`src/tgc_pkg.sv`:
```
`timescale 1ns / 1ps
// Shared types, codes and constants of the text grid cell updater.
// Used by the sequencer, datapath, top level and checker; depends on nothing.
package tgc_pkg;

  localparam int DEF_MAX_ROWS    = 4;
  localparam int DEF_MAX_COLUMNS = 16;
  localparam int GLYPH_WIDTH     = 8;
  localparam int GLYPH_HEIGHT    = 16;
  localparam int GLYPH_BYTES     = 16;
  localparam int CHAR_W          = 8;

  localparam logic [7:0] CODE_SPACE   = 8'd32;
  localparam logic [7:0] CODE_NEWLINE = 8'd10;

  localparam logic [1:0] OP_SET_CELL   = 2'd0;
  localparam logic [1:0] OP_FILL_ALL   = 2'd1;
  localparam logic [1:0] OP_TEXT_BEGIN = 2'd2;
  localparam logic [1:0] OP_TEXT_CHAR  = 2'd3;

  localparam logic [1:0] CFG_ORIGIN_X     = 2'd0;
  localparam logic [1:0] CFG_ORIGIN_Y     = 2'd1;
  localparam logic [1:0] CFG_GRID_ROWS    = 2'd2;
  localparam logic [1:0] CFG_GRID_COLUMNS = 2'd3;

  localparam logic [2:0] RST_GRID_ROWS    = 3'd4;
  localparam logic [4:0] RST_GRID_COLUMNS = 5'd16;

  typedef struct packed {
    logic [1:0] opcode;
    logic [1:0] cell_row;
    logic [3:0] cell_column;
    logic [7:0] char_code;
  } in_t;

  typedef struct packed {
    logic [10:0] screen_x;
    logic [10:0] screen_y;
    logic [11:0] glyph_address;
    logic [7:0]  new_char;
    logic        last;
  } out_t;

  typedef enum logic [1:0] {
    ST_IDLE,
    ST_READ,
    ST_CHECK,
    ST_FLUSH
  } state_t;

  typedef struct packed {
    logic accept;
    logic write;
    logic load_pend;
    logic push;
    logic push_last;
    logic step;
  } cmd_t;

  typedef struct packed {
    logic has_cell;
    logic changed;
    logic pend_valid;
    logic out_free;
    logic more_cells;
  } status_t;

endpackage

```
`src/tgc_ram.sv`:
```
`timescale 1ns / 1ps
// Generic single-port-write, registered-read RAM.
// Self-contained; used for the character cell store.
module tgc_ram #(
  parameter int WIDTH = 8,
  parameter int DEPTH = 64,
  localparam int AW = (DEPTH > 1) ? $clog2(DEPTH) : 1
) (
  input  logic             clk,
  input  logic             we,
  input  logic [AW-1:0]    waddr,
  input  logic [WIDTH-1:0] wdata,
  input  logic [AW-1:0]    raddr,
  output logic [WIDTH-1:0] rdata
);

  logic [WIDTH-1:0] mem [DEPTH];

  always_ff @(posedge clk) begin
    if (we) begin
      mem[waddr] <= wdata;
    end
    rdata <= mem[raddr];
  end

endmodule

```
`src/tgc_ctrl.sv`:
```
`timescale 1ns / 1ps
// Command sequencer of the text grid cell updater.
// Depends on tgc_pkg; drives the datapath through cmd_t and reads status_t.
module tgc_ctrl
  import tgc_pkg::*;
(
  input  logic    clk,
  input  logic    rst_n,
  input  logic    in_valid,
  output logic    in_stall,
  input  status_t status,
  output cmd_t    cmd
);

  state_t state_r, state_nxt;

  always_ff @(posedge clk) begin
    if (!rst_n) begin
      state_r <= ST_IDLE;
    end else begin
      state_r <= state_nxt;
    end
  end

  always_comb begin
    state_nxt = state_r;
    unique case (state_r)
      ST_IDLE: begin
        if (in_valid && status.has_cell) begin
          state_nxt = ST_READ;
        end
      end
      ST_READ: begin
        state_nxt = ST_CHECK;
      end
      ST_CHECK: begin
        if (!(status.changed && status.pend_valid && !status.out_free)) begin
          state_nxt = status.more_cells ? ST_READ : ST_FLUSH;
        end
      end
      ST_FLUSH: begin
        if (!status.pend_valid || status.out_free) begin
          state_nxt = ST_IDLE;
        end
      end
      default: state_nxt = ST_IDLE;
    endcase
  end

  always_comb begin
    cmd      = '0;
    in_stall = 1'b1;
    unique case (state_r)
      ST_IDLE: begin
        in_stall   = 1'b0;
        cmd.accept = in_valid;
      end
      ST_READ: begin
      end
      ST_CHECK: begin
        if (!(status.changed && status.pend_valid && !status.out_free)) begin
          cmd.write     = status.changed;
          cmd.load_pend = status.changed;
          cmd.push      = status.changed && status.pend_valid;
          cmd.step      = 1'b1;
        end
      end
      ST_FLUSH: begin
        if (status.pend_valid && status.out_free) begin
          cmd.push      = 1'b1;
          cmd.push_last = 1'b1;
        end
      end
      default: begin
      end
    endcase
  end

endmodule

```
`src/tgc_datapath.sv`:
```
`timescale 1ns / 1ps
// Datapath: configuration registers, cursor, cell walk, cell store and result registers.
// Depends on tgc_pkg and tgc_ram; controlled by tgc_ctrl through cmd_t and status_t.
module tgc_datapath
  import tgc_pkg::*;
#(
  parameter int MAX_ROWS    = DEF_MAX_ROWS,
  parameter int MAX_COLUMNS = DEF_MAX_COLUMNS
) (
  input  logic       clk,
  input  logic       rst_n,
  input  in_t        in_data,
  input  logic       out_stall,
  output logic       out_valid,
  output out_t       out_data,
  input  logic       cfg_wr,
  input  logic [1:0] cfg_index,
  input  logic [9:0] cfg_data,
  input  cmd_t       cmd,
  output status_t    status
);

  localparam int DEPTH = MAX_ROWS * MAX_COLUMNS;
  localparam int AW    = (DEPTH > 1) ? $clog2(DEPTH) : 1;

  logic [9:0] origin_x_r, origin_y_r;
  logic [2:0] grid_rows_r;
  logic [4:0] grid_columns_r;
  logic [2:0] rows_use;
  logic [4:0] cols_use;

  logic [2:0] cur_row_r, cur_row_nxt;
  logic [4:0] cur_col_r, cur_col_nxt;
  logic [5:0] cur_col_inc;

  logic [2:0]        row_r;
  logic [4:0]        col_r;
  logic [CHAR_W-1:0] code_r;
  logic              single_r;
  logic              has_cell;

  logic [AW-1:0]     addr;
  logic [CHAR_W-1:0] ram_rdata;
  logic [CHAR_W-1:0] cell_now;
  logic [DEPTH-1:0]  written_r;

  out_t pend_r, pend_nxt, out_r, out_nxt;
  logic pend_valid_r, out_valid_r;
  logic out_free, last_col, last_row;

  always_ff @(posedge clk) begin
    if (!rst_n) begin
      origin_x_r     <= '0;
      origin_y_r     <= '0;
      grid_rows_r    <= RST_GRID_ROWS;
      grid_columns_r <= RST_GRID_COLUMNS;
    end else if (cfg_wr) begin
      unique case (cfg_index)
        CFG_ORIGIN_X:     origin_x_r     <= cfg_data;
        CFG_ORIGIN_Y:     origin_y_r     <= cfg_data;
        CFG_GRID_ROWS:    grid_rows_r    <= cfg_data[2:0];
        CFG_GRID_COLUMNS: grid_columns_r <= cfg_data[4:0];
        default: begin
        end
      endcase
    end
  end

  assign rows_use = (32'(grid_rows_r) > MAX_ROWS) ? 3'(MAX_ROWS) : grid_rows_r;
  assign cols_use = (32'(grid_columns_r) > MAX_COLUMNS) ? 5'(MAX_COLUMNS) : grid_columns_r;

  always_comb begin
    has_cell = 1'b0;
    case (in_data.opcode) inside
      OP_SET_CELL: has_cell = ({1'b0, in_data.cell_row} < rows_use)
                              && ({1'b0, in_data.cell_column} < cols_use);
      OP_FILL_ALL, OP_TEXT_BEGIN: has_cell = (rows_use != '0) && (cols_use != '0);
      default: has_cell = (cur_row_r < rows_use) && (in_data.char_code != CODE_NEWLINE)
                          && (cur_col_r < cols_use);
    endcase
  end

  assign status.has_cell = has_cell;

  assign cur_col_inc = {1'b0, cur_col_r} + 6'd1;

  always_comb begin
    cur_row_nxt = cur_row_r;
    cur_col_nxt = cur_col_r;
    if (cmd.accept) begin
      if (in_data.opcode == OP_TEXT_BEGIN) begin
        cur_row_nxt = '0;
        cur_col_nxt = '0;
      end else if (in_data.opcode == OP_TEXT_CHAR && cur_row_r < rows_use) begin
        if (in_data.char_code == CODE_NEWLINE || cur_col_inc >= {1'b0, cols_use}) begin
          cur_row_nxt = cur_row_r + 3'd1;
          cur_col_nxt = '0;
        end else begin
          cur_col_nxt = cur_col_inc[4:0];
        end
      end
    end
  end

  always_ff @(posedge clk) begin
    if (!rst_n) begin
      cur_row_r <= '0;
      cur_col_r <= '0;
    end else begin
      cur_row_r <= cur_row_nxt;
      cur_col_r <= cur_col_nxt;
    end
  end

  assign last_col = (col_r == cols_use - 5'd1);
  assign last_row = (row_r == rows_use - 3'd1);
  assign status.more_cells = !single_r && !(last_col && last_row);

  always_ff @(posedge clk) begin
    if (cmd.accept) begin
      single_r <= (in_data.opcode == OP_SET_CELL) || (in_data.opcode == OP_TEXT_CHAR);
      code_r   <= (in_data.opcode == OP_TEXT_BEGIN) ? CODE_SPACE : in_data.char_code;
      case (in_data.opcode)
        OP_SET_CELL: begin
          row_r <= {1'b0, in_data.cell_row};
          col_r <= {1'b0, in_data.cell_column};
        end
        OP_TEXT_CHAR: begin
          row_r <= cur_row_r;
          col_r <= cur_col_r;
        end
        default: begin
          row_r <= '0;
          col_r <= '0;
        end
      endcase
    end else if (cmd.step) begin
      if (last_col) begin
        row_r <= row_r + 3'd1;
        col_r <= '0;
      end else begin
        col_r <= col_r + 5'd1;
      end
    end
  end

  assign addr = AW'(32'(row_r) * MAX_COLUMNS + 32'(col_r));

  tgc_ram #(
    .WIDTH(CHAR_W),
    .DEPTH(DEPTH)
  ) u_store (
    .clk  (clk),
    .we   (cmd.write),
    .waddr(addr),
    .wdata(code_r),
    .raddr(addr),
    .rdata(ram_rdata)
  );

  always_ff @(posedge clk) begin
    if (!rst_n) begin
      written_r <= '0;
    end else if (cmd.write) begin
      written_r[addr] <= 1'b1;
    end
  end

  assign cell_now       = written_r[addr] ? ram_rdata : '0;
  assign status.changed = (cell_now != code_r);

  always_comb begin
    pend_nxt.screen_x      = 11'(origin_x_r) + 11'(32'(col_r) * GLYPH_WIDTH);
    pend_nxt.screen_y      = 11'(origin_y_r) + 11'(32'(row_r) * GLYPH_HEIGHT);
    pend_nxt.glyph_address = 12'(32'(code_r) * GLYPH_BYTES);
    pend_nxt.new_char      = code_r;
    pend_nxt.last          = 1'b0;
  end

  always_comb begin
    out_nxt      = pend_r;
    out_nxt.last = cmd.push_last;
  end

  assign out_free          = !out_valid_r || !out_stall;
  assign status.out_free   = out_free;
  assign status.pend_valid = pend_valid_r;

  always_ff @(posedge clk) begin
    if (!rst_n) begin
      pend_valid_r <= 1'b0;
      out_valid_r  <= 1'b0;
    end else begin
      if (cmd.load_pend) begin
        pend_valid_r <= 1'b1;
      end else if (cmd.push) begin
        pend_valid_r <= 1'b0;
      end
      if (cmd.push) begin
        out_valid_r <= 1'b1;
      end else if (!out_stall) begin
        out_valid_r <= 1'b0;
      end
    end
  end

  always_ff @(posedge clk) begin
    if (cmd.load_pend) begin
      pend_r <= pend_nxt;
    end
    if (cmd.push) begin
      out_r <= out_nxt;
    end
  end

  assign out_valid = out_valid_r;
  assign out_data  = out_r;

endmodule

```
`src/text_grid_cell_updater.sv`:
```
`timescale 1ns / 1ps
// Top level of the text grid cell updater: sequencer plus datapath.
// Depends on tgc_pkg, tgc_ctrl and tgc_datapath.
//
// Each command visits its cells one at a time: for each cell the sequencer reads the
// stored code from the single cell RAM in ST_READ and compares it in ST_CHECK. A
// set-cell or text-character command reaches at most one cell, fill-all and
// text-begin visit every cell of the rows x columns grid, and a command that
// reaches no cell is taken without a walk. A stalled result channel holds the walk
// when a changed cell finds the pending result still waiting. Results are held one
// deep so the final one can carry last; the next command is taken once the last
// result has moved to the output register, while it may still wait there. Per-entry
// valid bits make the store read as zero after reset without a clearing pass.
module text_grid_cell_updater
  import tgc_pkg::*;
#(
  parameter int MAX_ROWS    = DEF_MAX_ROWS,
  parameter int MAX_COLUMNS = DEF_MAX_COLUMNS
) (
  input  logic       clk,
  input  logic       rst_n,
  input  logic       in_valid,
  output logic       in_stall,
  input  in_t        in_data,
  output logic       out_valid,
  input  logic       out_stall,
  output out_t       out_data,
  input  logic       cfg_valid,
  output logic       cfg_ready,
  input  logic [1:0] cfg_index,
  input  logic [9:0] cfg_data
);

  cmd_t    cmd;
  status_t status;

  assign cfg_ready = 1'b1;

  tgc_ctrl u_ctrl (
    .clk     (clk),
    .rst_n   (rst_n),
    .in_valid(in_valid),
    .in_stall(in_stall),
    .status  (status),
    .cmd     (cmd)
  );

  tgc_datapath #(
    .MAX_ROWS   (MAX_ROWS),
    .MAX_COLUMNS(MAX_COLUMNS)
  ) u_dp (
    .clk      (clk),
    .rst_n    (rst_n),
    .in_data  (in_data),
    .out_stall(out_stall),
    .out_valid(out_valid),
    .out_data (out_data),
    .cfg_wr   (cfg_valid && cfg_ready),
    .cfg_index(cfg_index),
    .cfg_data (cfg_data),
    .cmd      (cmd),
    .status   (status)
  );

endmodule

```
`config.mk`:
```
export PLATFORM = sky130hd
export DESIGN_NAME = text_grid_cell_updater
export DESIGN_NICKNAME = d
export VERILOG_FILES = /design/src/tgc_pkg.sv /design/src/tgc_ram.sv /design/src/tgc_ctrl.sv /design/src/tgc_datapath.sv /design/src/text_grid_cell_updater.sv
export SDC_FILE = /design/constraint.sdc
export NUM_CORES = 1
export LEC_CHECK = 0
export BUFFER_PORTS_ARGS = -buffer_cell sky130_fd_sc_hd__buf_4
export CAP_MARGIN = 20
export CORE_MARGIN = 5
export CORE_UTILIZATION = 40
export CTS_CLUSTER_SIZE = 12
export DETAILED_ROUTE_END_ITERATION = 10
export GPL_TIMING_DRIVEN = 0
export SYNTH_ARGS = -nofsm -noshare
export SYNTH_HDL_FRONTEND = slang
export SYNTH_SLANG_ARGS = --single-unit
```
`constraint.sdc`:
```
create_clock -name clk -period 4.4 [get_ports clk]
set_input_delay 0.88 -clock clk [delete_from_list [all_inputs] [get_ports clk]]
set_output_delay 0.88 -clock clk [all_outputs]
set_load 0.1 [all_outputs]
```
== After elaboration in Yosys (flattened, before gate mapping) ==
Memories as Yosys holds them, arrays and structs flattened. A register that Yosys moved wholly into a read port is not among the register bits.
Cells that the tools add are included.

* $add $sub $neg: 9
* Order comparisons: 9
* Eq/ne operators: 18
* Mux-type cells: 42
* Bitwise operators: 1
* Reductions and logical operators: 41

{| class="wikitable"
|+ Operator list
! cell !! number
|-
| bitwise OR 64 bit || 1
|-
| two-way mux 5 bit || 7
|-
| two-way mux 3 bit || 8
|-
| two-way mux 1 bit || 14
|-
| equality test 2 bit (second input constant) || 6
|-
| logical AND 1 bit || 12
|-
| two-way mux 2 bit || 6
|-
| AND reduction 2 bit || 6
|-
| adder 10 x 7 -> 11 bit || 1
|-
| adder 10 x 8 -> 11 bit || 1
|-
| case mux 5 bit (2 select lines) || 1
|-
| nonzero test 2 bit || 5
|-
| equality test 8 x 4 -> 1 bit (second input constant) || 1
|-
| two-way mux 8 bit || 1
|-
| != test 8 x 4 -> 1 bit (second input constant) || 1
|-
| != test 8 bit || 1
|-
| case mux 2 bit (4 select lines) || 1
|-
| less-than comparator 6 x 7 -> 1 bit (second input constant) || 1
|-
| adder 3 x 1 -> 3 bit (second input constant) || 2
|-
| adder 5 x 1 -> 6 bit (second input constant) || 1
|-
| adder 6 x 5 -> 6 bit || 1
|-
| binary-select mux 1 bit (select 6 bit) || 1
|-
| demux 1 bit (select 6 bit) || 1
|-
| equality test 2 x 1 -> 1 bit (second input constant) || 3
|-
| other kinds (24) || 37
|}

* Bits in registers: 182
* Memory bits (writable): 512
* Output and inout port bits: 46
* Memories kept: 1

{| class="wikitable"
|+ Memories
! name !! depth !! width !! rd ports !! clocked after Yosys merged registers in !! wr ports !! line !! RTL
|-
| u_dp.u_store.mem || 64 || 8 || 1 || 1 || 1 || tgc_ram.sv:17 || <nowiki>logic [WIDTH-1:0] mem [DEPTH];</nowiki>
|}

== Depth between registers and ports, before layout ==
Gate-level depths: netlist of the first run.

* Word-level depth: 11
* Gate-level depth with buffers: 12
* Depth with buffers taken out: 11

== Cells and area by module ==
Synthesis of the first run repeated with hierarchy kept, for this count alone.

* Cells, all modules: 1700
* Area total of the unflattened synthesis: 28607.4 um^2

{| class="wikitable"
|+ By module, submodules not included
! module !! instances !! cells each !! area an instance (um^2)
|-
| tgc_ram || 1 || 940 || 20166.8
|-
| tgc_datapath || 1 || 736 || 8251.7
|-
| tgc_ctrl || 1 || 22 || 177.7
|-
| text_grid_cell_updater || 1 || 2 || 11.3
|}

== Worst setup path after synthesis of the first run ==
OpenSTA, ideal clock, no wires.

* Kind: register -> register
* Start point: register u_dp.col_r[4]
* End point: register u_dp.out_r (netlist bit u_dp.out_data[0]) (enable)
* Setup time: 429 ps
* Arrival time: 4247 ps
* Slack: -276 ps
* Cell stages (with the launch flop): 13
* Path buffers: 3
* Clock period less this slack: 4676 ps
* Cell sequence: edfxtp_1 > ha_1 > clkbuf_1 > nor2b_1 > nand2_1 > a221oi_1 > a2111oi_2 > and2_1 > o32a_1 > nor4_4 > buf_4 > buf_4 > a21oi_1

{| class="wikitable"
|+ RTL lines
! element !! line !! RTL
|-
| start: declaration || tgc_datapath.sv:37 || <nowiki>logic [4:0] col_r;</nowiki>
|-
| start signal: assignment || tgc_datapath.sv:126 || <nowiki>col_r <= {1'b0, in_data.cell_column};</nowiki>
|-
| start signal: assignment || tgc_datapath.sv:130 || <nowiki>col_r <= cur_col_r;</nowiki>
|-
| start signal: assignment || tgc_datapath.sv:142 || <nowiki>col_r <= col_r + 5'd1;</nowiki>
|-
| end signal: assignment || tgc_datapath.sv:212 || <nowiki>out_r <= out_nxt;</nowiki>
|-
| end: declaration || tgc_datapath.sv:47 || <nowiki>out_t pend_r, pend_nxt, out_r, out_nxt;</nowiki>
|}

== Final worst setup path of the first run ==
* Start point: register u_dp.col_r[2]
* End point: register u_dp.u_store.rdata[2], read port of u_dp.u_store.mem

* Longest elaborated chain between the ends: 1

{| class="wikitable"
|+ Ends and longest elaborated chain
! element !! line !! RTL
|-
| adder 6 x 5 -> 6 bit || tgc_datapath.sv:147 || <nowiki>assign addr = AW'(32'(row_r) * MAX_COLUMNS + 32'(col_r));</nowiki>
|-
| end: declaration || tgc_ram.sv:14 || <nowiki>output logic [WIDTH-1:0] rdata</nowiki>
|}

Every way passes these cells.
A chain may end at the register's enable or synchronous reset.

==> impl_metrics.toml, run 1 <==
[status]
outcome = "complete, but fails checks"
violations = "setup timing"

[synthesis]
synthXorXnorAreaFrac = 0.01180
synthDistinctLibCells = 60
synthFlopType = "edfxtp_1"
synthAdderAreaFrac = 0.01747
synth_top_family_by_area = "compound AO/OA/AOI/OAI gates"
synth_edf_count = 590
yosysWarningCount = 0
synth_simple_gate_area_share = 0.06382
syn_avg_cell_area_um2 = 15.03
synth_compound_area_frac = 0.1327
synth_seq_cells = 702
syn_inst = 1820
synth_mux_area_frac = 0.01903
async_flop_share = 0
syn_area_mm2 = 0.02735
synth.yosys.seq_area_share = 0.7297

[job]
drv_cap = 0

[worst_setup_path]
r2r_slack_ns = -0.06
critPathMaxFanout = 10
criticalPathCategory = "register to register"
cp-end-kind = "register"
crit_path_end = "u_dp.u_store.rdata[2]"
rr_worst_depth = 9
r2r-end = "u_dp.u_store.rdata[2]"
r2r_start = "u_dp.col_r[2]"
critPathLaunch = "u_dp.col_r[2]"
crit_arrival_ns = 5.01
cp.required_ns = 4.95
start_kind = "register"

[global_routing]
grt_antenna_before_repair = 1
overflow = 0
grtUsageTotal = 0.2213
global_route.usage.met1 = 0.2795
grt_pass1_wl_um = 120100
grt_start_max_net_pins = 33
use_met3 = 0.06720
grt_pass1_vias = 17560
grt_util_met2 = 0.3575
busiest_layer = "met2"

[placement]
io_buffers = 72
dp_hpwl_um = 55870
place.gp.congestion = 0.9514
dp_worst_setup_slack_ns = -1.135

[die]
row_count = 95
start_util = 0.4051
core-area_mm2 = 0.06751
die_w_um = 271.5
die-area_mm2 = 0.07371
pin_count = 79
die_h_um = 271.5

[clock_network]
numCtsBuffers = 76
clock_latency_ns = 0.64
ctsHtreeMaxLevel = 3
clockBufferDepth = 3
cts_tree = "yes"
path_clk_slew_ns = 0.06
cts.sink_count = 702
clock-root-buffer = "clkbuf_16"

[drt]
drtIter0Drc = 2432
ant_nets = 0
remaining_drc_errors = 0
vias_per_cell = 6.079
route.vias.total = 18020
detail_route.first_pass.iterations = 7
drt-wirelength-per-cell_um = 28.26
drt_wl_total_um = 83790

[timing]
finClkSkew_ns = 0.02504
finalWorstSetupSlack_ns = -0.06005
hold_viol = 0
finalSetupViolations = 3
post-route-period-util = 1.014
timing.hold.ws_ns = 0.4159
slew_violations = 0
fmax_ghz = 0.2242
relSlewSlack = 0.1465
tightest_slew_ns = 1.280
fin_crit_ns = 4.460

[power]
ir_drop_uv = 333.6
p_leak_uw = 0.01088
power_density_mw_per_mm2 = 473.8

[final_layout]
layout-drive-gt1-share = 0.1817
fin_nets = 2104
areaGrowthSynthToFinish_pct = 19.60

[hold_path]
hold_path_class = "register to register"
sequential cells by signal, indices dropped and copies added, names as in the netlist:
register             flops
u_dp.written_r          64
u_dp.code_r              8
u_dp.out_data           31
u_dp.grid_rows_r         3
u_dp.out_valid           1
u_dp.col_r               5
u_dp.single_r            1
u_dp.origin_x_r         10
u_ctrl.state_r           2
u_dp.pend_valid_r        1
u_dp.row_r               3
u_dp.grid_columns_r      5
u_dp.out_nxt            30
u_dp.cur_row_r           3
u_dp.cur_col_r           5
u_dp.u_store.rdata       8
u_dp.origin_y_r         10
u_dp.u_store.mem       512
power by group:
| group | switching, µW | leakage [µW] | total [µW] | internal, µW |
|---|---|---|---|---|
| sequential | 121 | 0.00623 | 7470 | 7350 |
| clock | 2590 | 0.00115 | 6020 | 3420 |
| combinational | 1450 | 0.00350 | 2010 | 567 |
| total | 4160 | 0.0109 | 15500 | 11300 |
cell usage after synthesis (6+ instances only):
cell type,count,area share
nand3_1,20,0.0037
a21oi_1,31,0.0057
clkbuf_1,74,0.010
a22oi_1,161,0.044
o21a_1,8,0.0022
edfxtp_1,590,0.65
a22o_1,54,0.017
and3_1,6,0.0014
ha_1,35,0.016
inv_1,30,0.0041
nor3_1,77,0.014
nor2_1,26,0.0036
xnor2_1,24,0.0077
nor4_1,11,0.0025
buf_4,22,0.0060
nand2_1,142,0.019
buf_2,11,0.0020
nand2b_1,6,0.0014
a221oi_1,51,0.016
buf_1,18,0.0025
o21ai_0,12,0.0022
o31ai_1,65,0.018
mux2i_1,34,0.012
a211oi_1,6,0.0016
nor2b_1,39,0.0089
dfxtp_1,112,0.082
mux4_2,8,0.0066
a21boi_0,13,0.0036
nand4_1,15,0.0034
xor2_1,11,0.0035
a31oi_1,56,0.013
how the worst min path moves through the flow:
stage | start | to | slack [ns] | depth (start not counted)
finish | u_dp.out_nxt[21] | u_dp.out_data[21] | 0.42 | 0
global route | u_dp.out_nxt[35] | u_dp.out_data[35] | 0.42 | 0
CTS | u_dp.out_nxt[21] | u_dp.out_data[21] | 0.42 | 0
detailed placement | u_dp.out_nxt[40] | u_dp.out_data[40] | 0.40 | 0
global placement | u_dp.out_nxt[42] | u_dp.out_data[42] | 0.40 | 0
floorplan | u_dp.out_nxt[1] | u_dp.out_data[13] | 0.40 | 0
layer usage:
layer / share of wire / vias up / routed length (µm)
li1: - / 7681 / -
met1: 0.38 / 9005 / 31770
met2: 0.46 / 1076 / 38950
met3: 0.11 / 261 / 9147
met4: 0.047 / 0 / 3926
met5: 0 / - / 0
worst max-delay path: stages, from the launching register on:
cell      delay (ns)
edfxtp_1        0.53
buf_2           0.37
clkbuf_1        0.50
and2_1          0.24
clkbuf_1        0.72
buf_1           0.93
a22oi_1         0.23
a31oi_1         0.48
nor4_1          0.17
nand3_1         0.18
layout by cell type, fill, tap and decap left out, drive strengths merged, types with 8 or more instances in the layout:
cell and count:
edfxtp 590, clkbuf 181, buf 180, a22oi 161, nand2 142, dfxtp 112, nor3 78, o31ai 65
a31oi 56, a22o 54, a221oi 51, nor2b 39, ha 35, mux2i 34, inv 33, a21oi 31
nor2 26, xnor2 24, clkinv 23, nand3 20, nand4 15, a21boi 13, o21ai 13, xor2 12
nor4 12, mux4 8, o21a 8
cell families (layout without fill, tap and decap cells):
kind of cell,after synthesis,count (layout)
flip-flops,702,702
AO/OA/AOI/OAI,484,484
AND/OR/NAND/NOR,361,361
buffers and inverters,156,424
multiplexers,42,42
adder cells (fa/ha/maj),37,37
XOR/XNOR,36,36
other,2,6
per-stage QoR:
step	utilization	area (µm²)	setup TNS [ns]	instances	total power, µW
detailed placement	0.4423	29860	-479.17	2827	9447
global route	0.4845	32710	-0.01422	2964	15930
CTS	0.4829	32600	-0.6452	2964	15490
finish	0.4845	32710	-0.1084	2965	15500
global placement	0.4295	29000	-667.54	2768	9345
floorplan	-	27370	0	1823	8543
repair_timing:
action	in CTS	in global routing
pin swaps	2	2
resized for setup	77	48
buffers inserted	2	1
hold buffers	0	0
setup endpoints to repair	657	528
final cells by class:
class                      instances  area (µm²)
tap                              873        1092
clock buffer                     106        2106
antenna                            1       2.502
timing repair buffer             134        1296
multi-input combinational        965        7266
inverter                          30       116.4
fill                            5724       34800
buffer                           125       638.1
sequential                       702       19960
clock inverter                    29       236.5
No activity file was read; power rests on OpenSTA's default activity.
==> run 2, diff against run 1 <==
- SETUP_SLACK_MARGIN: not set -> 0.05
==> impl_metrics.toml, run 2 (synthesis results as in run 1) <==
[status]
outcome = "finished, final reports clean"

[timing]
relSlewSlack = 0.1113
hold_viol = 0
post-route-period-util = 0.9994
finClkSkew_ns = 0.02467
finalSetupViolations = 0
timing.hold.ws_ns = 0.4159
slew_violations = 0
rsz0062_at_grt = "no"
fin_crit_ns = 4.397
tightest_slew_ns = 1.333
fmax_ghz = 0.2274

[final_layout]
top_register = "u_dp.u_store.mem"
final_cell_area_mm2 = 0.03281
areaGrowthSynthToFinish_pct = 19.95
final_common_cell = "edfxtp_1"
layout-drive-gt1-share = 0.1841
final.fill_count = 5715
largest_reg_flops = 512
regArea_mm2 = 0.01996
final_cell_mix = "edfxtp_1 (590), a22oi_1 (161), nand2_1 (138), dfxtp_1 (112), buf_4 (103)"
fin_nets = 2104
multi_input_area_mm2 = 0.007328

[die]
die_w_um = 271.5
start_util = 0.4051
die_h_um = 271.5
core-area_mm2 = 0.06751
row_count = 95
die-area_mm2 = 0.07371
pin_count = 79

[worst_setup_path]
criticalPathCategory = "register to register"
critPathMaxFanout = 10
crit_family = "buffers and inverters"
crit_chain = "buf_2 -> clkbuf_1 -> nor2_1 -> clkbuf_2 -> buf_1 -> clkbuf_2 -> a22oi_1 -> a31oi_1 -> nor4_1 -> nand2_1"
crit_arrival_ns = 4.85
critPathMaxStageDelay_ns = 0.54
cp.required_ns = 4.85
crit_buf_inv = 5
crit_top_cell = "clkbuf_2"
start_kind = "register"
cp_slowest_cell = "edfxtp_1"
cp-end-kind = "register"

[global_routing]
grt_util_met2 = 0.3564
overflow = 0
grt_pass1_wl_um = 120000
use_met3 = 0.06438
grt_antenna_before_repair = 0
grtUsageTotal = 0.2213
busiest_layer = "met2"
grt_pass1_vias = 17500
global_route.usage.met1 = 0.2819
grt_start_max_net_pins = 33

[clock_network]
cts.sink_count = 702
ctsHoldBuffers = 0
numCtsBuffers = 76
path_clk_slew_ns = 0.06
clockBufferDepth = 3
clock-root-buffer = "clkbuf_16"
cts_tree = "yes"
clock_latency_ns = 0.64
ctsHtreeMaxLevel = 3

[hold_path]
hold_path_class = "register to register"

[placement]
place_area_mm2 = 0.02986
dp_hpwl_um = 55870
place.gp.congestion = 0.9514
io_buffers = 72

[power]
p_leak_uw = 0.01096
ir_drop_uv = 335.5
power_density_mw_per_mm2 = 473.3

[drt]
vias_per_cell = 6.076
ant_nets = 0
drt_wl_total_um = 83880
route.vias.total = 18020
drtIter0Drc = 2367
remaining_drc_errors = 0
drt-wirelength-per-cell_um = 28.29
detail_route.first_pass.iterations = 6

[job]
drv_cap = 0
[run 2: path summary, 6_finish.rpt]
check,cells after the start,endpoint,start,slack (ns)
worst max-delay path,10,u_dp.u_store.rdata[7],u_dp.col_r[2],0.003
worst min-delay path,0,u_dp.out_data[21],u_dp.out_nxt[21],0.42
worst max register to register,10,u_dp.u_store.rdata[7],u_dp.col_r[2],0.003
worst min register to register,0,u_dp.out_data[21],u_dp.out_nxt[21],0.42
[run 2: worst register-to-register path, stage by stage (launching register included)]
cell and delay (ns):
edfxtp_1 0.54, buf_2 0.38, clkbuf_1 0.52, nor2_1 0.15, clkbuf_2 0.41, buf_1 0.51, clkbuf_2 0.48, a22oi_1 0.28
a31oi_1 0.23, nor4_1 0.49, nand2_1 0.23
[run 2: layout make-up]
| class | instances | share of cell area |
|---|---|---|
| flip-flops and latches | 702 | 0.6084 |
| repair buffers | 134 | 0.03951 |
| clock inverters | 29 | 0.007208 |
| plain buffers | 125 | 0.02040 |
| clock buffers | 106 | 0.06419 |
| well taps | 873 | 0.03330 |
| inverters | 30 | 0.003547 |
| diodes | 1 | 0.00007628 |
| multi-input cells | 965 | 0.2234 |
[run 2: through the flow]
stage          total power (µW)  utilization  setup TNS [ns]  cells  worst slack, ns
6_report                  15530       0.4859               0   2965         0.002660
5_1_grt                   15940       0.4859               0   2964          0.06480
4_1_cts                   15500       0.4831          -2.253   2962         -0.06916
3_5_place_dp               9447       0.4423         -479.17   2827           -1.135
3_3_place_gp               9345       0.4295         -667.54   2768           -1.396
2_1_floorplan              8543            -               0   1823           0.4204
[run 2: what timing repair did]
item                                    CTS  global route
resized for setup                        82            64
pin swaps                                 1             3
buffers inserted                          1             2
endpoints found under the setup margin  657           570
[run 2: per-layer routing]
layer	part of all wire	up-vias
li1	-	7674
met5	0	-
met2	0.47	1078
met4	0.045	0
met1	0.38	9012
met3	0.11	251
[run 2: power by group]
part           leakage, µW  total (µW)  switching, µW  internal [µW]
Combinational      0.00359        2030           1460            575
Clock              0.00115        6020           2600           3420
Sequential         0.00623        7470            124           7350
Total               0.0110       15500           4180          11300
==> run 3, diff against run 2 <==
- CORE_UTILIZATION: 40 -> 30
- PLACE_DENSITY_LB_ADDON: not set -> 0.15
==> impl_metrics.toml, run 3 (synthesis results as in run 1) <==
[job]
drv_cap = 0

[power]
power.internal_uw = 11810
power_density_mw_per_mm2 = 476.7
p_switching_uw = 4322
p_leak_uw = 0.01131
clkPwrFrac = 0.401
swShare = 0.2679
ir_drop_uv = 324.6
p_comb_frac = 0.137
seqPwrFrac = 0.462

[hold_path]
hold_path_class = "register to register"

[drt]
drtIter0Drc = 1870
route.vias.total = 17620
ant_nets = 0
remaining_drc_errors = 0
detail_route.first_pass.iterations = 6
vias_per_cell = 5.388
drt_wl_total_um = 92720
drt-wirelength-per-cell_um = 28.35

[timing]
post-route-period-util = 0.9899
tightest_slew_ns = 1.275
hold_viol = 0
slew_violations = 0
finalSetupViolations = 0
relSlewSlack = 0.1498
fmax_ghz = 0.2296
finClkSkew_ns = 0.03362
rsz0062_at_grt = "no"
fin_crit_ns = 4.356

[global_routing]
grt_pass1_vias = 17550
grt_antenna_before_repair = 4
grt_pass1_wl_um = 130300
grtUsageTotal = 0.1853
overflow = 0
grt_start_max_net_pins = 29

[final_layout]
largest_reg_flops = 512
final_common_cell = "edfxtp_1"
fin_nets = 2108
final_cell_mix = "edfxtp_1 (590), a22oi_1 (161), nand2_1 (138), dfxtp_1 (112), buf_4 (103)"
areaGrowthSynthToFinish_pct = 23.72
postLayoutCoreUtil = 0.3748
final_cell_area_mm2 = 0.03384
top_register = "u_dp.u_store.mem"
layout-drive-gt1-share = 0.1911

[die]
start_util = 0.3029
die_w_um = 311.9
core-area_mm2 = 0.09029
die-area_mm2 = 0.09731
die_h_um = 311.9
pin_count = 79
row_count = 110

[placement]
place.gp.congestion = 0.8467
io_buffers = 72
place_area_mm2 = 0.03062
dp_hpwl_um = 63620

[worst_setup_path]
start_kind = "register"
crit_top_cell = "clkbuf_1"
cp_slowest_cell = "clkbuf_1"
cp.required_ns = 4.97
crit_buf_inv = 5
crit_chain = "buf_2 -> clkbuf_2 -> and3_1 -> clkbuf_1 -> buf_8 -> clkbuf_1 -> a22oi_1 -> a31oi_1 -> nor4_1 -> nand2_1"
crit_family = "buffers and inverters"
criticalPathCategory = "register to register"
r2r_slack_ns = 0.04
cp-end-kind = "register"
critPathMaxStageDelay_ns = 0.83
critPathMaxFanout = 10
crit_arrival_ns = 4.93

[clock_network]
ctsHoldBuffers = 0
clock_latency_ns = 0.65
numCtsBuffers = 78
path_clk_slew_ns = 0.06
clockBufferDepth = 3
cts_tree = "yes"
cts.sink_count = 702
clock-root-buffer = "clkbuf_16"
ctsHtreeMaxLevel = 3

[status]
outcome = "finished, final reports clean"
-- run 3: changes by cell type in the layout (fill, tap and decap cells not counted), sizes merged --
cell,before,now
clkbuf,182,185
dlygate4sd1,1,0
diode,1,2
clkinv,23,20
inv,33,29
bufinv,1,6
buf,178,180
-- run 3: final timing paths --
kind | from | end | cells past startpoint
worst max-delay path | u_dp.col_r[2] | u_dp.u_store.rdata[7] | 10
worst min-delay path | u_dp.out_nxt[3] | u_dp.out_data[15] | 0
worst max register to register | u_dp.col_r[2] | u_dp.u_store.rdata[7] | 10
worst min register to register | u_dp.out_nxt[3] | u_dp.out_data[15] | 0
-- run 3: cell type report --
class	count	area [µm²]
Antenna cell	2	5.005
Buffer	123	680.7
Clock buffer	108	2178
Clock inverter	27	319.1
Fill cell	8497	56450
Inverter	30	116.4
Multi-Input combinational cell	965	7507
Sequential cell	702	19960
Tap cell	1176	1471
Timing Repair Buffer	138	1602
-- run 3: layer usage --
layer / track usage / vias to the layer above / share of wire / wire length, µm
li1: - / 7707 / - / -
met1: 0.2450 / 9038 / 0.41 / 38430
met2: 0.3092 / 713 / 0.48 / 44380
met3: 0.03677 / 164 / 0.074 / 6866
met4: 0.05873 / 2 / 0.033 / 3033
met5: 0 / - / 0.00011 / 10
-- run 3: timing repair --
action / in CTS / in global routing
gates cloned: 0 / 1
buffers inserted: 4 / 4
endpoints found under the setup margin: 657 / 384
pin swaps: 4 / 0
gates resized for setup: 97 / 49
endpoints found under the hold margin: 0 / 0
-- run 3: per-stage QoR --
stage,TNS (ns),instances,hold WS (ns),total power [µW],setup WS [ns]
floorplan,0,1823,0.4003,8543,0.4204
finish,0,3271,0.4161,16130,0.04445
CTS,0,3263,0.4181,16180,0.04341
global placement,-881.74,3071,0.4014,9456,-1.703
detailed placement,-598.82,3127,0.4045,9624,-1.380
global route,0,3270,0.4242,16620,0.05011
-- run 3: worst register-to-register path, cell delays in order, from the launching register on --
cell and delay [ns]:
edfxtp_1 0.56, buf_2 0.39, clkbuf_2 0.40, and3_1 0.27, clkbuf_1 0.57, buf_8 0.25
clkbuf_1 0.84, a22oi_1 0.28, a31oi_1 0.41, nor4_1 0.20, nand2_1 0.13
-- run 3: power groups by stage --
| stage | Clock [µW] | Combinational, µW | Sequential, µW |
|---|---|---|---|
| CTS | 6590 | 2140 | 7460 |
| finish | 6470 | 2210 | 7460 |
| global placement | 0 | 1730 | 7730 |
| detailed placement | 0 | 2030 | 7590 |
| global route | 6860 | 2290 | 7460 |
| floorplan | 0 | 932 | 7610 |
